==> src/design/bgi_pkg.sv <==
// ----------------------------------------------------------------------------
// Broadcast gather index package
// Widths, register indexes and the pipeline payload type.
// ----------------------------------------------------------------------------
package bgi_pkg;

   localparam int IDX_W            = 64;
   localparam int EXT_W            = 16;
   localparam int RANK_W           = 3;
   localparam int DIMS_LIMIT       = 4;
   localparam int BITS_PER_STAGE   = 4;
   localparam int STAGES_PER_DIM   = IDX_W / BITS_PER_STAGE;
   localparam int STRIDE_W         = 3 * EXT_W;
   localparam int MAX_DIMS_DEFAULT = 4;
   localparam int CSR_IDX_W        = 2;

   localparam logic [CSR_IDX_W-1:0] CSR_TARGET_EXTENTS = 2'd0;
   localparam logic [CSR_IDX_W-1:0] CSR_SOURCE_EXTENTS = 2'd1;
   localparam logic [CSR_IDX_W-1:0] CSR_TARGET_RANK    = 2'd2;
   localparam logic [CSR_IDX_W-1:0] CSR_SOURCE_RANK    = 2'd3;

   localparam logic [IDX_W-1:0]  EXTENTS_RESET = 64'h0001_0001_0001_0001;
   localparam logic [RANK_W-1:0] RANK_RESET    = 3'd1;

   typedef struct packed {
      logic [IDX_W-1:0]                 quo;
      logic [EXT_W-1:0]                 rem;
      logic [DIMS_LIMIT-1:0][EXT_W-1:0] coord;
   } bgi_div_type;

endpackage

==> src/design/bgi_div_stage.sv <==
// ----------------------------------------------------------------------------
// Broadcast gather index divider stage
// Four restoring division steps of the index by one target extent.
// ----------------------------------------------------------------------------
module bgi_div_stage import bgi_pkg::*; #(
   parameter int DIM   = 0,
   parameter bit FIRST = 1'b0,
   parameter bit LAST  = 1'b0
) (
   input  logic             clock,
   input  logic             reset,
   input  logic             advance,
   input  logic             in_valid,
   input  bgi_div_type      in_data,
   input  logic [EXT_W-1:0] divisor,
   output logic             out_valid,
   output bgi_div_type      out_data
);

   logic        valid_ff;
   bgi_div_type data_ff;
   bgi_div_type data_in;

   always_comb begin
      logic [EXT_W:0]   r;
      logic [IDX_W-1:0] q;
      r = FIRST ? '0 : {1'b0, in_data.rem};
      q = in_data.quo;
      for (int b = 0; b < BITS_PER_STAGE; b++) begin
         r = {r[EXT_W-1:0], q[IDX_W-1]};
         q = {q[IDX_W-2:0], 1'b0};
         if (r >= {1'b0, divisor}) begin
            r    = r - {1'b0, divisor};
            q[0] = 1'b1;
         end
      end
      data_in     = in_data;
      data_in.quo = q;
      data_in.rem = r[EXT_W-1:0];
      if (LAST) begin
         data_in.coord[DIM] = r[EXT_W-1:0];
      end
   end

   always_ff @(posedge clock) begin
      if (reset) begin
         valid_ff <= 1'b0;
      end else if (advance) begin
         valid_ff <= in_valid;
      end
   end

   always_ff @(posedge clock) begin
      if (advance) begin
         data_ff <= data_in;
      end
   end

   assign out_valid = valid_ff;
   assign out_data  = data_ff;

endmodule

==> config.mk <==
export PLATFORM = sky130hd
export DESIGN_NAME = bgi_div_stage
export DESIGN_NICKNAME = d
export VERILOG_FILES = /design/src/design/bgi_pkg.sv /design/src/design/bgi_div_stage.sv
export SDC_FILE = /design/constraint.sdc
export NUM_CORES = 1
export LEC_CHECK = 0
export ABC_CLOCK_PERIOD_IN_PS = 19600
export BUFFER_PORTS_ARGS = -buffer_cell sky130_fd_sc_hd__clkbuf_2
export CELL_PAD_IN_SITES_DETAIL_PLACEMENT = 0
export CELL_PAD_IN_SITES_GLOBAL_PLACEMENT = 1
export CORE_ASPECT_RATIO = 0.75
export CORE_UTILIZATION = 40
export DETAILED_ROUTE_END_ITERATION = 8
export PLACE_DENSITY = 0.83
export REMOVE_ABC_BUFFERS = 1
export SYNTH_ARGS = -nofsm -noshare
export SYNTH_HDL_FRONTEND = slang
export SYNTH_SLANG_ARGS = --single-unit
==> constraint.sdc <==
create_clock -name clock -period 19.6 [get_ports clock]
set_clock_uncertainty 0.2 [all_clocks]
set_input_delay 0.98 -clock clock [delete_from_list [all_inputs] [get_ports clock]]
set_output_delay 0.98 -clock clock [all_outputs]
set_load 0.01 [all_outputs]
Yosys cells after proc, flatten, opt, wreduce, memory -nomap -nowiden
Index checks and enable logic that the tools add are counted.
- bits of input ports: 164
- output and inout bits: 145
- word-level logic and storage cells: 23
- register bits after elaboration: 145
- add/sub/neg operators: 4
- order comparisons: 4
- multiplexer cells: 8
- operators by type and width (cell ; count):
    $ge A17 B16 Y1 ; 4
    $mux W16 ; 4
    $sub A16 B16 Y16 ; 4
    $mux W1 ; 4

Depth between registers and ports, before layout
- depth in word-level cells: 8
- gate-level depth with buffers: 47
- gate-level depth less buffers: 42

Least setup slack after synthesis
No wires, ideal clock.
- kind: in2reg
- start point: input port divisor[1]
- end point: register data_ff (netlist bit out_data[70]) (data pin)
- data arrival time: 10197 ps
- data required time: 19140 ps
- buffers on the path: 6
- stages on the path: 45
- setup slack: 8943 ps
- library setup time: 260 ps
- path through: inv_1 -> ha_1 -> nor2b_1 -> o31a_1 -> o21a_1 -> a211o_4 -> clkbuf_1 -> o21ai_0 -> inv_1 -> ha_1 -> nor2b_1 -> o31a_1 -> o31a_1 -> o221a_2 -> o31a_1 -> nor3_4 -> buf_4 -> buf_4 -> (+9 left out) -> o21ai_0 -> nand2_1 -> or3b_1 -> buf_2 -> buf_6 -> mux2_4 -> ha_1 -> or4_1 -> o2111a_1 -> o2111ai_1 -> a31oi_1 -> o21ai_1 -> nand2b_1 -> a211o_1 -> a31oi_4 -> inv_4 -> buf_6 -> mux2_4
- RTL lines (what ; line ; source):
    start, declared ; bgi_div_stage.sv:15 ; input logic [EXT_W-1:0] divisor,
    end signal, assigned ; bgi_div_stage.sv:55 ; data_ff <= data_in;
    end, declared ; bgi_div_stage.sv:21 ; bgi_div_type data_ff;

==> impl_metrics.toml <==
[outcome]
status = "complete, no violations"

[global_routing]
grt_use_total_pct = 22.7
grt_pass1_vias = 5968
grt_max_degree = 86
overflow = 0
grt_first_pass_wirelength_um = 35600
grt_antenna_before_repair = 0

[logic_synthesis]
syn_avg_cell_area_um2 = 12.5
async_flop_share_pct = 0
synth_cell_type_count = 62
synth_edf_count = 144
synth_flop_cell = "edfxtp_1"
ys_seq_area_share_pct = 53.3
synth-seq-cells = 145
ys_warn_count = 0
syn-cell-area_um2 = 8150
postSynthCellCount = 650

[timing]
rsz0062_at_grt = "false"
tns_ns = 0
max_slew_margin_pct = 30.5
period_minus_slack_ns = 11.77
slew_viol_final = 0
worst_slew_pin_slew_ns = 1.04
finalHoldViolCount = 0
timing.final.crit_share_pct = 60.0
setup_violations = 0
fmax_mhz = 85.0

[cells_and_area]
final_common_cell = "clkbuf_2"
n_antenna_cell = 0
fin_util_pct = 53.8
layout-drive-gt1-share_pct = 39.6
final_nets = 1202
layout_common_cells = "clkbuf_2, edfxtp_1, ha_1"
synthToLayoutAreaGrowth_pct = 29.7
fin_cells = 1236
fillers = 1733

[worst_setup_path]
r2r_start = "out_valid"
rrSetupSlack_ns = 18.81
cp_max_fo = 24
cpMaxStageDelayCell = "or3b_1"
cp-end-kind = "register"
cp.arrival_ns = 11.72
ff2ff_path_depth = 2
worstPathRequired_ns = 19.55
cpPeakStageDelay_ns = 0.73
path_class = "in -> reg"
rr_endpoint = "out_valid"
worst_path_most_repeated_cell = "ha_1"
start_kind = "input port"

[floorplan]
die_h_um = 126
pin_count = 309
die_x_um = 167
die_area_um2 = 21000
rows = 44
core_um2 = 19700
initial_core_util_pct = 41.5

[hold_path]
min_path_cells = 2
min-delay-start = "out_valid"
hp-class = "reg -> reg"
min_to = "out_valid"

[routing]
routed_wl_um = 24300
wl_per_cell_um = 19.6
via_per_inst = 5.20
drtIter0Drc = 475
vias = 6422
drc = 0
postRouteAntennaNets = 0
drt_pass1_iterations = 5

[clocking]
postCtsSetupBuffers = 0
root_buffer = "clkbuf_16"
clock-sinks = 145
clock_path_buffers = 2
htree_levels = 4
hold_buffers = 0
cts_inserted_buffers = 17
cts.clk_slew.worst_paths_ns = 0.07
cts_tree = "done"
clock_latency_ns = 0.41
cts.repair.resized = 0

[pwr]
p_leak_nw = 4.83
irDropWorstVdd_mv = 0.0888
p_per_area_nw_per_um2 = 157

[place]
dp_cells = 1204
io_buffer_count = 308
place_congestion = 0.885
dp_hpwl_um = 19900

[flow_run]
max-cap-violations = 0
## flip-flops by register name, summed over array words and instances (netlist names)
register / flops
out_data: 144
out_valid: 1
## how the worst max path moves through the flow
stage	start	end	slack (ns)	cells after the start
finish	divisor[15]	out_data[72]	7.83	37
CTS	divisor[1]	out_data[72]	7.94	38
global placement	divisor[1]	out_data[70]	7.78	38
detailed placement	divisor[1]	out_data[77]	7.54	38
floorplan	divisor[1]	out_data[70]	8.84	37
global route	divisor[1]	out_data[71]	7.22	38
## cells by family (layout without fill, tap and decap cells)
family | after synthesis | in the layout | share of synthesized area [%]
and+or+nand+nor | 146 | 146 | 9.21
AOI/OAI and AO/OA | 159 | 159 | 12.9
xor gates and xnor gates | 42 | 42 | 4.51
muxes | 45 | 45 | 6.80
DFF | 145 | 145 | 53.3
buffers and inverters | 45 | 378 | 2.49
adders and majority gates | 68 | 68 | 10.8
## stage by stage
stage	hold slack (ns)	instance area (µm²)	power, W	setup WS [ns]
6_report	0.309	10600	0.00166	7.83
5_1_grt	0.359	10600	0.00176	7.22
2_1_floorplan	0.328	8090	0.00110	8.84
3_3_place_gp	0.283	9960	0.00131	7.78
3_5_place_dp	0.305	9960	0.00132	7.54
4_1_cts	0.322	10600	0.00166	7.94
## critical path, delay by kind of cell
| family | cells | cell delay, ns |
|---|---|---|
| AOI/OAI and AO/OA | 15 | 3.67 |
| adders and majority gates | 4 | 1.38 |
| buffers and inverters | 5 | 0.84 |
| muxes | 3 | 1.17 |
| and+or+nand+nor | 10 | 3.65 |
## cells in the mapped netlist, types with 13 or more instances
master,count,area share (%)
mux2_4,16,2.9
a21o_1,22,2.0
a21oi_1,47,2.9
inv_1,36,1.7
ha_1,64,9.8
edfxtp_1,144,53
mux2_2,18,2.5
nand2_1,25,1.2
o21ai_0,33,2.0
nor2_1,44,2.0
xor2_1,13,1.4
xnor2_1,29,3.1
## power by group
part           internal [W]  leakage [nW]  switching (W)
clock              0.000194         0.299       0.000139
combinational      0.000434          3.12       0.000461
sequential         0.000415          1.42      0.0000158
## per-layer routing
| layer | global-route usage [%] | share of wire [%] |
|---|---|---|
| met2 | 35.8 | 46 |
| met3 | 5.19 | 7.4 |
| met5 | 0 | 0 |
| met1 | 32.3 | 46 |
| met4 | 3.87 | 0.46 |
## area by class of cell
cell class / count / area [µm²] / share of cell area (%)
Sequential cell: 145 / 4340 / 41.1
Timing Repair Buffer: 309 / 1560 / 14.7
Inverter: 37 / 141 / 1.34
Clock inverter: 15 / 185 / 1.75
Tap cell: 253 / 317 / 2.99
Clock buffer: 17 / 425 / 4.02
Multi-Input combinational cell: 460 / 3600 / 34.1
Power figures use the tool's default switching activity.
